<file path="config.mk">
export PLATFORM = sky130hd
export DESIGN_NAME = key_value_line_tokenizer_core_flat
export DESIGN_NICKNAME = d
export VERILOG_FILES = /design/src/rtl/kvlt_pkg.sv /design/src/rtl/kvlt_if.sv /design/src/rtl/kvlt_in_stage.sv /design/src/rtl/kvlt_parse_core.sv /design/src/rtl/kvlt_out_stage.sv /design/src/rtl/key_value_line_tokenizer_core.sv /design/src/flat_wrapper.sv
export SDC_FILE = /design/constraint.sdc
export NUM_CORES = 1
export LEC_CHECK = 0
export BUFFER_PORTS_ARGS = -buffer_cell sky130_fd_sc_hd__clkbuf_2
export CAP_MARGIN = 10
export CORE_MARGIN = 1.5
export CORE_UTILIZATION = 35
export CTS_BUF_LIST = sky130_fd_sc_hd__clkbuf_2
export DETAILED_ROUTE_END_ITERATION = 6
export SYNTH_ARGS = -nofsm -noshare
export SYNTH_HDL_FRONTEND = slang
export SYNTH_SLANG_ARGS = --single-unit
export TNS_END_PERCENT = 5
</file>
<file path="constraint.sdc">
create_clock -name clk -period 6.3 [get_ports clk]
set_input_delay 1.26 -clock clk [delete_from_list [all_inputs] [get_ports clk]]
set_output_delay 1.26 -clock clk [all_outputs]
set_load 0.005 [all_outputs]
</file>
<file path="src/rtl/kvlt_pkg.sv">
// Shared constants, types and helper functions of the key/value line tokenizer.
package kvlt_pkg;

    localparam int LENGTH_BITS = 16;
    localparam int LEN_OUT_W   = 16;
    localparam int INT_W       = 32;
    localparam int WORD_COUNT  = 8;

    localparam logic [LENGTH_BITS-1:0] LEN_MAX = '1;

    localparam logic [7:0] CH_QUOTE = 8'h22;
    localparam logic [7:0] CH_EQ    = 8'h3D;
    localparam logic [7:0] CH_NL    = 8'h0A;
    localparam logic [7:0] CH_TAB   = 8'h09;
    localparam logic [7:0] CH_SPACE = 8'h20;
    localparam logic [7:0] CH_MINUS = 8'h2D;
    localparam logic [7:0] CH_ZERO  = 8'h30;
    localparam logic [7:0] CH_NINE  = 8'h39;

    localparam logic [1:0] ROLE_SKIP  = 2'd0;
    localparam logic [1:0] ROLE_KEY   = 2'd1;
    localparam logic [1:0] ROLE_VALUE = 2'd2;

    // Lengths of the accepted words: true, y, yes, 1, false, n, no, 0.
    localparam logic [2:0] WORD_LEN [WORD_COUNT] =
        '{3'd4, 3'd1, 3'd3, 3'd1, 3'd5, 3'd1, 3'd2, 3'd1};

    typedef struct packed {
        logic [7:0] char_byte;
        logic       final_byte;
    } kvlt_item_t;

    typedef struct packed {
        logic [1:0]           byte_role;
        logic                 pair_done;
        logic                 key_dropped;
        logic [LEN_OUT_W-1:0] key_length;
        logic [LEN_OUT_W-1:0] value_length;
        logic [INT_W-1:0]     dec_value;
        logic                 int_ok;
        logic                 int_store;
        logic                 bool_ok;
        logic                 truth_value;
    } kvlt_result_t;

    function automatic logic [LENGTH_BITS-1:0] sat_inc(input logic [LENGTH_BITS-1:0] v);
        logic [LENGTH_BITS-1:0] r;
        r = (v == LEN_MAX) ? v : v + 1'b1;
        return r;
    endfunction

    // Character at position pos of accepted word idx; zero past the word's end.
    function automatic logic [7:0] word_char(input logic [2:0] idx, input logic [2:0] pos);
        logic [39:0] text;
        logic [7:0]  c;
        case (idx)
            3'd0:    text = {8'h74, 8'h72, 8'h75, 8'h65, 8'h00};
            3'd1:    text = {8'h79, 8'h00, 8'h00, 8'h00, 8'h00};
            3'd2:    text = {8'h79, 8'h65, 8'h73, 8'h00, 8'h00};
            3'd3:    text = {8'h31, 8'h00, 8'h00, 8'h00, 8'h00};
            3'd4:    text = {8'h66, 8'h61, 8'h6C, 8'h73, 8'h65};
            3'd5:    text = {8'h6E, 8'h00, 8'h00, 8'h00, 8'h00};
            3'd6:    text = {8'h6E, 8'h6F, 8'h00, 8'h00, 8'h00};
            default: text = {8'h30, 8'h00, 8'h00, 8'h00, 8'h00};
        endcase
        case (pos)
            3'd0:    c = text[39:32];
            3'd1:    c = text[31:24];
            3'd2:    c = text[23:16];
            3'd3:    c = text[15:8];
            3'd4:    c = text[7:0];
            default: c = 8'h00;
        endcase
        return c;
    endfunction

endpackage

</file>
<file path="src/rtl/kvlt_if.sv">
// Valid/ready channel interfaces for line bytes and tokenizer results.
interface kvlt_byte_if;
    logic       valid;
    logic       ready;
    logic [7:0] char_byte;
    logic       final_byte;

    modport source (output valid, output char_byte, output final_byte, input ready);
    modport sink   (input valid, input char_byte, input final_byte, output ready);
endinterface

interface kvlt_result_if;
    logic                              valid;
    logic                              ready;
    logic [1:0]                        byte_role;
    logic                              pair_done;
    logic                              key_dropped;
    logic [kvlt_pkg::LEN_OUT_W-1:0]    key_length;
    logic [kvlt_pkg::LEN_OUT_W-1:0]    value_length;
    logic signed [kvlt_pkg::INT_W-1:0] dec_value;
    logic                              int_ok;
    logic                              int_store;
    logic                              bool_ok;
    logic                              truth_value;

    modport source (output valid, output byte_role, output pair_done, output key_dropped,
                    output key_length, output value_length, output dec_value,
                    output int_ok, output int_store, output bool_ok, output truth_value,
                    input ready);
    modport sink   (input valid, input byte_role, input pair_done, input key_dropped,
                    input key_length, input value_length, input dec_value,
                    input int_ok, input int_store, input bool_ok, input truth_value,
                    output ready);
endinterface

</file>
<file path="src/rtl/kvlt_in_stage.sv">
// Input register that captures one line byte per word.
module kvlt_in_stage (
    input  logic                clk,
    input  logic                rst_n,
    kvlt_byte_if.sink           byte_ch,
    input  logic                step,
    output logic                item_valid,
    output kvlt_pkg::kvlt_item_t item
);

    logic                 valid_reg;
    logic                 valid_next;
    kvlt_pkg::kvlt_item_t item_reg;
    logic                 take;

    // The register can be refilled in the same cycle that its word moves on.
    assign byte_ch.ready = !valid_reg || step;
    assign take          = byte_ch.valid && byte_ch.ready;

    always_comb
    begin
        valid_next = valid_reg;
        if (take)
        begin
            valid_next = 1'b1;
        end
        else if (step)
        begin
            valid_next = 1'b0;
        end
    end

    always_ff @(posedge clk or negedge rst_n)
    begin
        if (!rst_n)
        begin
            valid_reg <= 1'b0;
        end
        else
        begin
            valid_reg <= valid_next;
        end
    end

    always_ff @(posedge clk)
    begin
        if (take)
        begin
            item_reg.char_byte  <= byte_ch.char_byte;
            item_reg.final_byte <= byte_ch.final_byte;
        end
    end

    assign item_valid = valid_reg;
    assign item       = item_reg;

endmodule

</file>
<file path="src/rtl/kvlt_parse_core.sv">
// Parser state and the per-byte tokenizing, decimal and word-match logic.
module kvlt_parse_core (
    input  logic                   clk,
    input  logic                   rst_n,
    input  logic                   step,
    input  kvlt_pkg::kvlt_item_t   item,
    output kvlt_pkg::kvlt_result_t result
);

    typedef enum logic [2:0] {
        MODE_IDLE    = 3'd0,
        MODE_KEY     = 3'd1,
        MODE_PRE_EQ  = 3'd2,
        MODE_PRE_VAL = 3'd3,
        MODE_VAL_Q   = 3'd4,
        MODE_VAL_U   = 3'd5
    } mode_t;

    mode_t                            mode_reg;
    mode_t                            mode_next;
    logic [kvlt_pkg::LENGTH_BITS-1:0] key_count_reg;
    logic [kvlt_pkg::LENGTH_BITS-1:0] key_count_next;
    logic [kvlt_pkg::LENGTH_BITS-1:0] value_count_reg;
    logic [kvlt_pkg::LENGTH_BITS-1:0] value_count_next;
    logic [kvlt_pkg::INT_W-1:0]       acc_reg;
    logic [kvlt_pkg::INT_W-1:0]       acc_next;
    logic                             minus_reg;
    logic                             minus_next;
    logic                             digits_valid_reg;
    logic                             digits_valid_next;
    logic [kvlt_pkg::WORD_COUNT-1:0]  word_flags_reg;
    logic [kvlt_pkg::WORD_COUNT-1:0]  word_flags_next;

    logic [7:0] c;
    logic       blank;
    logic       space;
    logic       is_digit;
    logic [1:0] role;
    logic       pair;
    logic       drop;
    logic       start_value;
    logic       take_value;

    assign c        = item.char_byte;
    assign blank    = (c == kvlt_pkg::CH_SPACE) || (c == kvlt_pkg::CH_TAB);
    assign space    = blank || (c == kvlt_pkg::CH_NL);
    assign is_digit = (c >= kvlt_pkg::CH_ZERO) && (c <= kvlt_pkg::CH_NINE);

    always_comb
    begin
        mode_next      = mode_reg;
        key_count_next = key_count_reg;
        role           = kvlt_pkg::ROLE_SKIP;
        pair           = 1'b0;
        drop           = 1'b0;
        start_value    = 1'b0;
        take_value     = 1'b0;
        unique case (mode_reg)
            MODE_KEY:
            begin
                if (c == kvlt_pkg::CH_EQ)
                begin
                    mode_next = MODE_PRE_VAL;
                end
                else if (blank)
                begin
                    mode_next = MODE_PRE_EQ;
                end
                else if (c == kvlt_pkg::CH_NL)
                begin
                    drop      = 1'b1;
                    mode_next = MODE_IDLE;
                end
                else
                begin
                    role           = kvlt_pkg::ROLE_KEY;
                    key_count_next = kvlt_pkg::sat_inc(key_count_reg);
                end
            end
            MODE_PRE_EQ:
            begin
                if (c == kvlt_pkg::CH_EQ)
                begin
                    mode_next = MODE_PRE_VAL;
                end
                else if (!blank)
                begin
                    drop = 1'b1;
                    if (c == kvlt_pkg::CH_NL)
                    begin
                        mode_next = MODE_IDLE;
                    end
                    else
                    begin
                        role           = kvlt_pkg::ROLE_KEY;
                        key_count_next = kvlt_pkg::LENGTH_BITS'(1);
                        mode_next      = MODE_KEY;
                    end
                end
            end
            MODE_PRE_VAL:
            begin
                if (!blank)
                begin
                    start_value = 1'b1;
                    if (c == kvlt_pkg::CH_QUOTE)
                    begin
                        mode_next = MODE_VAL_Q;
                    end
                    else if (c == kvlt_pkg::CH_NL)
                    begin
                        pair      = 1'b1;
                        mode_next = MODE_IDLE;
                    end
                    else
                    begin
                        role       = kvlt_pkg::ROLE_VALUE;
                        take_value = 1'b1;
                        mode_next  = MODE_VAL_U;
                    end
                end
            end
            MODE_VAL_Q:
            begin
                if (c == kvlt_pkg::CH_QUOTE)
                begin
                    pair      = 1'b1;
                    mode_next = MODE_IDLE;
                end
                else
                begin
                    role       = kvlt_pkg::ROLE_VALUE;
                    take_value = 1'b1;
                end
            end
            MODE_VAL_U:
            begin
                if (space)
                begin
                    pair      = 1'b1;
                    mode_next = MODE_IDLE;
                end
                else
                begin
                    role       = kvlt_pkg::ROLE_VALUE;
                    take_value = 1'b1;
                end
            end
            default:
            begin
                if (space)
                begin
                    mode_next = MODE_IDLE;
                end
                else if (c == kvlt_pkg::CH_EQ)
                begin
                    key_count_next = '0;
                    mode_next      = MODE_PRE_VAL;
                end
                else
                begin
                    role           = kvlt_pkg::ROLE_KEY;
                    key_count_next = kvlt_pkg::LENGTH_BITS'(1);
                    mode_next      = MODE_KEY;
                end
            end
        endcase

        // The end of the line closes whatever is open.
        if (item.final_byte)
        begin
            if (mode_next == MODE_KEY || mode_next == MODE_PRE_EQ || mode_next == MODE_PRE_VAL)
            begin
                drop = 1'b1;
            end
            else if (mode_next == MODE_VAL_Q || mode_next == MODE_VAL_U)
            begin
                pair = 1'b1;
            end
            mode_next = MODE_IDLE;
        end
    end

    always_comb
    begin
        logic [kvlt_pkg::LENGTH_BITS-1:0] cnt;
        logic [kvlt_pkg::INT_W-1:0]       acc;
        logic                             minus;
        logic                             dv;
        logic [kvlt_pkg::WORD_COUNT-1:0]  flags;

        if (start_value)
        begin
            cnt   = '0;
            acc   = '0;
            minus = 1'b0;
            dv    = 1'b1;
            flags = '1;
        end
        else
        begin
            cnt   = value_count_reg;
            acc   = acc_reg;
            minus = minus_reg;
            dv    = digits_valid_reg;
            flags = word_flags_reg;
        end

        if (take_value)
        begin
            if (is_digit)
            begin
                acc = (acc << 3) + (acc << 1) + {{(kvlt_pkg::INT_W-4){1'b0}}, c[3:0]};
            end
            else if (cnt == '0 && c == kvlt_pkg::CH_MINUS)
            begin
                minus = 1'b1;
            end
            else
            begin
                dv = 1'b0;
            end
            for (int i = 0; i < kvlt_pkg::WORD_COUNT; i++)
            begin
                if (!(cnt < kvlt_pkg::LENGTH_BITS'(kvlt_pkg::WORD_LEN[i]) &&
                      kvlt_pkg::word_char(3'(i), cnt[2:0]) == c))
                begin
                    flags[i] = 1'b0;
                end
            end
            cnt = kvlt_pkg::sat_inc(cnt);
        end

        value_count_next  = cnt;
        acc_next          = acc;
        minus_next        = minus;
        digits_valid_next = dv;
        word_flags_next   = flags;
    end

    always_comb
    begin
        logic [kvlt_pkg::WORD_COUNT-1:0] hit;
        logic [kvlt_pkg::INT_W-1:0]      signed_val;

        for (int i = 0; i < kvlt_pkg::WORD_COUNT; i++)
        begin
            hit[i] = word_flags_next[i] &&
                     (value_count_next == kvlt_pkg::LENGTH_BITS'(kvlt_pkg::WORD_LEN[i]));
        end
        signed_val = minus_next ? (~acc_next + 1'b1) : acc_next;

        result             = '0;
        result.byte_role   = role;
        result.pair_done   = pair;
        result.key_dropped = drop;
        if (pair)
        begin
            result.key_length   = kvlt_pkg::LEN_OUT_W'(key_count_next);
            result.value_length = kvlt_pkg::LEN_OUT_W'(value_count_next);
            result.dec_value    = digits_valid_next ? signed_val : '0;
            result.int_ok       = digits_valid_next;
            result.int_store    = digits_valid_next && (value_count_next != '0);
            result.bool_ok      = |hit;
            result.truth_value  = |hit[3:0];
        end
    end

    always_ff @(posedge clk or negedge rst_n)
    begin
        if (!rst_n)
        begin
            mode_reg         <= MODE_IDLE;
            key_count_reg    <= '0;
            value_count_reg  <= '0;
            acc_reg          <= '0;
            minus_reg        <= 1'b0;
            digits_valid_reg <= 1'b1;
            word_flags_reg   <= '1;
        end
        else if (step)
        begin
            mode_reg         <= mode_next;
            key_count_reg    <= key_count_next;
            value_count_reg  <= value_count_next;
            acc_reg          <= acc_next;
            minus_reg        <= minus_next;
            digits_valid_reg <= digits_valid_next;
            word_flags_reg   <= word_flags_next;
        end
    end

endmodule

</file>
<file path="src/rtl/kvlt_out_stage.sv">
// Result register that holds one tokenizer result word until it is taken.
module kvlt_out_stage (
    input  logic                   clk,
    input  logic                   rst_n,
    input  logic                   load,
    input  kvlt_pkg::kvlt_result_t result,
    output logic                   free,
    kvlt_result_if.source          result_ch
);

    logic                   valid_reg;
    logic                   valid_next;
    kvlt_pkg::kvlt_result_t result_reg;

    assign free = !valid_reg || result_ch.ready;

    always_comb
    begin
        valid_next = valid_reg;
        if (load)
        begin
            valid_next = 1'b1;
        end
        else if (result_ch.ready)
        begin
            valid_next = 1'b0;
        end
    end

    always_ff @(posedge clk or negedge rst_n)
    begin
        if (!rst_n)
        begin
            valid_reg <= 1'b0;
        end
        else
        begin
            valid_reg <= valid_next;
        end
    end

    always_ff @(posedge clk)
    begin
        if (load)
        begin
            result_reg <= result;
        end
    end

    assign result_ch.valid        = valid_reg;
    assign result_ch.byte_role    = result_reg.byte_role;
    assign result_ch.pair_done    = result_reg.pair_done;
    assign result_ch.key_dropped  = result_reg.key_dropped;
    assign result_ch.key_length   = result_reg.key_length;
    assign result_ch.value_length = result_reg.value_length;
    assign result_ch.dec_value    = $signed(result_reg.dec_value);
    assign result_ch.int_ok       = result_reg.int_ok;
    assign result_ch.int_store    = result_reg.int_store;
    assign result_ch.bool_ok      = result_reg.bool_ok;
    assign result_ch.truth_value  = result_reg.truth_value;

endmodule

</file>
<file path="src/rtl/key_value_line_tokenizer_core.sv">
// Key/value line tokenizer: input register, parser logic and result register.
// A result word is loaded into the result register as its byte word leaves
// the input register; one byte word per cycle while results are taken, and
// the parser state updates once per byte word. Reset (rst_n low) empties both
// registers and returns the parser to idle with cleared counters and value readings.
module key_value_line_tokenizer_core (
    input  logic          clk,
    input  logic          rst_n,
    kvlt_byte_if.sink     byte_ch,
    kvlt_result_if.source result_ch
);

    logic                   item_valid;
    kvlt_pkg::kvlt_item_t   item;
    kvlt_pkg::kvlt_result_t result;
    logic                   out_free;
    logic                   step;

    assign step = item_valid && out_free;

    kvlt_in_stage u_in_stage (
        .clk        (clk),
        .rst_n      (rst_n),
        .byte_ch    (byte_ch),
        .step       (step),
        .item_valid (item_valid),
        .item       (item)
    );

    kvlt_parse_core u_parse_core (
        .clk    (clk),
        .rst_n  (rst_n),
        .step   (step),
        .item   (item),
        .result (result)
    );

    kvlt_out_stage u_out_stage (
        .clk       (clk),
        .rst_n     (rst_n),
        .load      (step),
        .result    (result),
        .free      (out_free),
        .result_ch (result_ch)
    );

endmodule
</file>
<file path="src/flat_wrapper.sv">
// flat-port wrapper written by rule: the top's interface ports become plain ports
module key_value_line_tokenizer_core_flat 
  (clk, rst_n, byte_ch_valid, byte_ch_char_byte, byte_ch_final_byte, byte_ch_ready, result_ch_valid, result_ch_byte_role, result_ch_pair_done, result_ch_key_dropped, result_ch_key_length, result_ch_value_length, result_ch_dec_value, result_ch_int_ok, result_ch_int_store, result_ch_bool_ok, result_ch_truth_value, result_ch_ready);
  kvlt_byte_if byte_ch_i ();
  kvlt_result_if result_ch_i ();
  input  logic clk;
  input  logic rst_n;
  input wire logic [$bits(byte_ch_i.valid)-1:0] byte_ch_valid;
  input wire logic [$bits(byte_ch_i.char_byte)-1:0] byte_ch_char_byte;
  input wire logic [$bits(byte_ch_i.final_byte)-1:0] byte_ch_final_byte;
  output wire logic [$bits(byte_ch_i.ready)-1:0] byte_ch_ready;
  output wire logic [$bits(result_ch_i.valid)-1:0] result_ch_valid;
  output wire logic [$bits(result_ch_i.byte_role)-1:0] result_ch_byte_role;
  output wire logic [$bits(result_ch_i.pair_done)-1:0] result_ch_pair_done;
  output wire logic [$bits(result_ch_i.key_dropped)-1:0] result_ch_key_dropped;
  output wire logic [$bits(result_ch_i.key_length)-1:0] result_ch_key_length;
  output wire logic [$bits(result_ch_i.value_length)-1:0] result_ch_value_length;
  output wire logic [$bits(result_ch_i.dec_value)-1:0] result_ch_dec_value;
  output wire logic [$bits(result_ch_i.int_ok)-1:0] result_ch_int_ok;
  output wire logic [$bits(result_ch_i.int_store)-1:0] result_ch_int_store;
  output wire logic [$bits(result_ch_i.bool_ok)-1:0] result_ch_bool_ok;
  output wire logic [$bits(result_ch_i.truth_value)-1:0] result_ch_truth_value;
  input wire logic [$bits(result_ch_i.ready)-1:0] result_ch_ready;
  assign byte_ch_i.valid = byte_ch_valid;
  assign byte_ch_i.char_byte = byte_ch_char_byte;
  assign byte_ch_i.final_byte = byte_ch_final_byte;
  assign byte_ch_ready = byte_ch_i.ready;
  assign result_ch_valid = result_ch_i.valid;
  assign result_ch_byte_role = result_ch_i.byte_role;
  assign result_ch_pair_done = result_ch_i.pair_done;
  assign result_ch_key_dropped = result_ch_i.key_dropped;
  assign result_ch_key_length = result_ch_i.key_length;
  assign result_ch_value_length = result_ch_i.value_length;
  assign result_ch_dec_value = result_ch_i.dec_value;
  assign result_ch_int_ok = result_ch_i.int_ok;
  assign result_ch_int_store = result_ch_i.int_store;
  assign result_ch_bool_ok = result_ch_i.bool_ok;
  assign result_ch_truth_value = result_ch_i.truth_value;
  assign result_ch_i.ready = result_ch_ready;
  key_value_line_tokenizer_core u_core (.clk(clk), .rst_n(rst_n), .byte_ch(byte_ch_i), .result_ch(result_ch_i));
endmodule
</file>
==> out/results.ini <==
[detailed_routing]
dr.pass1.iters = 6
drt-wirelength-per-cell_um = 17.55
drtIter0Drc = 857
num_vias = 10550
drc = 0
vias_per_cell = 5.625
drt_wl_total_um = 32920
antenna_left = 0

[outcome]
status = finished clean

[clock_tree]
clk_pin_slew_worst_paths_ns = 0.28
clockBufferDepth = 2
cts_tree = yes
cts_hold_buf = 0
cts_resized = 0
post_cts_buffers = 0
clockRootBuffer = clkbuf_2
cts.sinks = 160
cts_htree_levels = 4
numCtsBuffers = 17
clk_latency_ns = 0.83

[place]
pre_cts_ws_ns = 0.2958
hpwl_um = 23810
gp_congestion = 0.9632
io_buffers = 86

[finish]
layout_commonest_cell = nand2_1
layout.nets = 1494
multi_input_area_sq_um = 7036
mostFrequentLayoutCells = nand2_1, nor2_1, o21ai_0, clkbuf_2, edfxtp_1
area_growth_pct = 9.265
n_fill_cell = 3411
drive_gt1_share_pct = 13.31
final_core_util_pct = 38.82
seqCellArea_sq_um = 4420

[floorplanning]
die_y_um = 187.3
io_pins = 87
die-area_sq_um = 35070
core_area_sq_um = 33450
die_x_um = 187.3
initial_utilization_pct = 35.53
rows = 67

[yosys]
yosysUniqueCellTypes = 97
synth_area_sq_um = 11880
yosysTopAreaCell = edfxtp_1
synth_top_flop_cell = edfxtp_1
yosys-top-cells-area = edfxtp_1, dfrtp_1, ha_1
synthArstFlopShare_pct = 49.38
yosysWarnings = 0
synth_nets = 1449
syn_area_per_cell_sq_um = 8.681
ys_ff_latch = 160
synth_top_area_share_pct = 20.47
synth_edf_count = 81
syn_inst = 1369
yosysSeqAreaShare_pct = 37.20

[setup_path]
cp_data_required_time_ns = 6.89
worstSetupPathType = flip-flop to flip-flop
setup.worst_path.start_class = flip-flop
crit_arrival_ns = 6.57
cp_max_fo = 65
cp-end-kind = flip-flop

[power]
cellLeakagePower_nw = 5.371
ir_drop_mv = 0.09107
power.density_nw_per_um2 = 171.7

[timing]
fin_hold_ws_ns = 0.3535
setup_tns_ns = 0
hold_viol = 0
min_period_ns = 5.982
slew_viol_final = 0
max_slew_margin_pct = 31.35
final-setup-viol-count = 0
max_freq_mhz = 167.2
tightest_slew_ns = 1.030
rsz0062_at_grt = no
timing.final.crit_share_pct = 94.96
finalClockSkew_ns = 0.08498
timing.final.ws_setup_ns = 0.3177

[global_route]
grt_max_degree = 66
globalRouteOverflowTotal = 0
grt_pass1_wl_um = 53730
track_usage_pct = 18.79
grt_pass1_vias = 10030
antenna_found_initial = 1

[min_path]
min_path_type = input port to asynchronous set/reset pin

[job]
max-cap-violations = 0

-- per-stage QoR --
stage | power, mW | cells | instance area, sq um
after floorplan | 1.476 | 1369 | 11880
after detailed placement | 1.599 | 1843 | 12700
after global placement | 1.592 | 1843 | 12700
after global routing | 2.339 | 1876 | 12990
after CTS | 2.252 | 1875 | 12970
final | 2.230 | 1876 | 12990
-- layer usage --
| metal | GRT usage [%] | wire length, um |
|---|---|---|
| met3 | 2.589 | 1459 |
| met1 | 24.65 | 14790 |
| met2 | 31.70 | 15940 |
| met5 | 0 | 0 |
| met4 | 6.421 | 731 |
-- cells by family (layout without fill, tap and decap cells) --
| family | after synthesis | after routing | synth area share [%] |
|---|---|---|---|
| and+or+nand+nor | 559 | 559 | 22.98 |
| AOI/OAI and AO/OA | 382 | 382 | 21.70 |
| DFF | 160 | 160 | 37.20 |
| buffers and inverters | 108 | 166 | 3.811 |
| adders and majority gates | 67 | 67 | 7.117 |
| xor gates and xnor gates | 67 | 67 | 4.938 |
| muxes | 26 | 26 | 2.253 |
| other | 0 | 1 | 0 |
-- area by class of cell --
cell class,count,share of cell area [%]
clock buffers,18,0.6938
multi-input cells,1101,54.18
flip-flops and latches,160,34.04
repair buffers,104,4.471
well taps,448,4.317
clock inverters,14,1.388
diodes,1,0.01927
inverters,30,0.8865
-- cells in the mapped netlist, types with 11 or more instances --
master and n:
nor2_1 125, dfrtp_1 70, inv_1 27, o22ai_1 11, nor3_1 47, nand2b_1 16
nand3_1 31, o211ai_1 15, nand2_1 183, ha_1 66, a211oi_1 14, o21a_1 13
mux2i_1 20, and3_1 18, clkbuf_1 47, a31oi_1 18, buf_2 23, o21ai_0 103
a21o_1 17, xor2_1 34, o31ai_1 20, edfxtp_1 81, nand4_1 23, and2_1 42
xnor2_1 33, or3_1 14, a21oi_1 78
-- final timing paths --
kind,start,endpoint,slack [ns],cells past startpoint
min in group clk,u_core.u_parse_core.word_flags_reg[7],u_core.u_parse_core.word_flags_reg[7],0.48,2
max reg2reg,u_core.u_in_stage.item[6],u_core.u_out_stage.result_ch.dec_value[27],0.32,17
max in group asynchronous,rst_n,u_core.u_parse_core.value_count_reg[14],4.86,2
max,u_core.u_in_stage.item[6],u_core.u_out_stage.result_ch.dec_value[27],0.32,17
min reg2reg,u_core.u_parse_core.word_flags_reg[7],u_core.u_parse_core.word_flags_reg[7],0.48,2
min,rst_n,u_core.u_parse_core.acc_reg[3],0.35,1
-- power by group --
group          total [mW]  switching (mW)  internal (mW)
Sequential           1.21          0.0458           1.17
Clock               0.651           0.419          0.232
Combinational       0.364           0.238          0.126
-- worst max-delay path, cell delays in order (launching register included) --
cell and delay, ns:
edfxtp_1 0.58, or3b_4 0.45, a2111o_1 0.53, nand2_2 0.14, buf_12 0.26, and2_1 0.26
ha_1 0.26, ha_1 0.35, a211oi_2 0.38, o31ai_4 0.17, o2111a_1 0.27, o31ai_1 0.31
nand2_1 0.15, o41a_1 0.41, a2111o_1 0.61, o41ai_2 0.39, xor2_1 0.18, nor2_1 0.06
(Power assumes the default switching activity.)
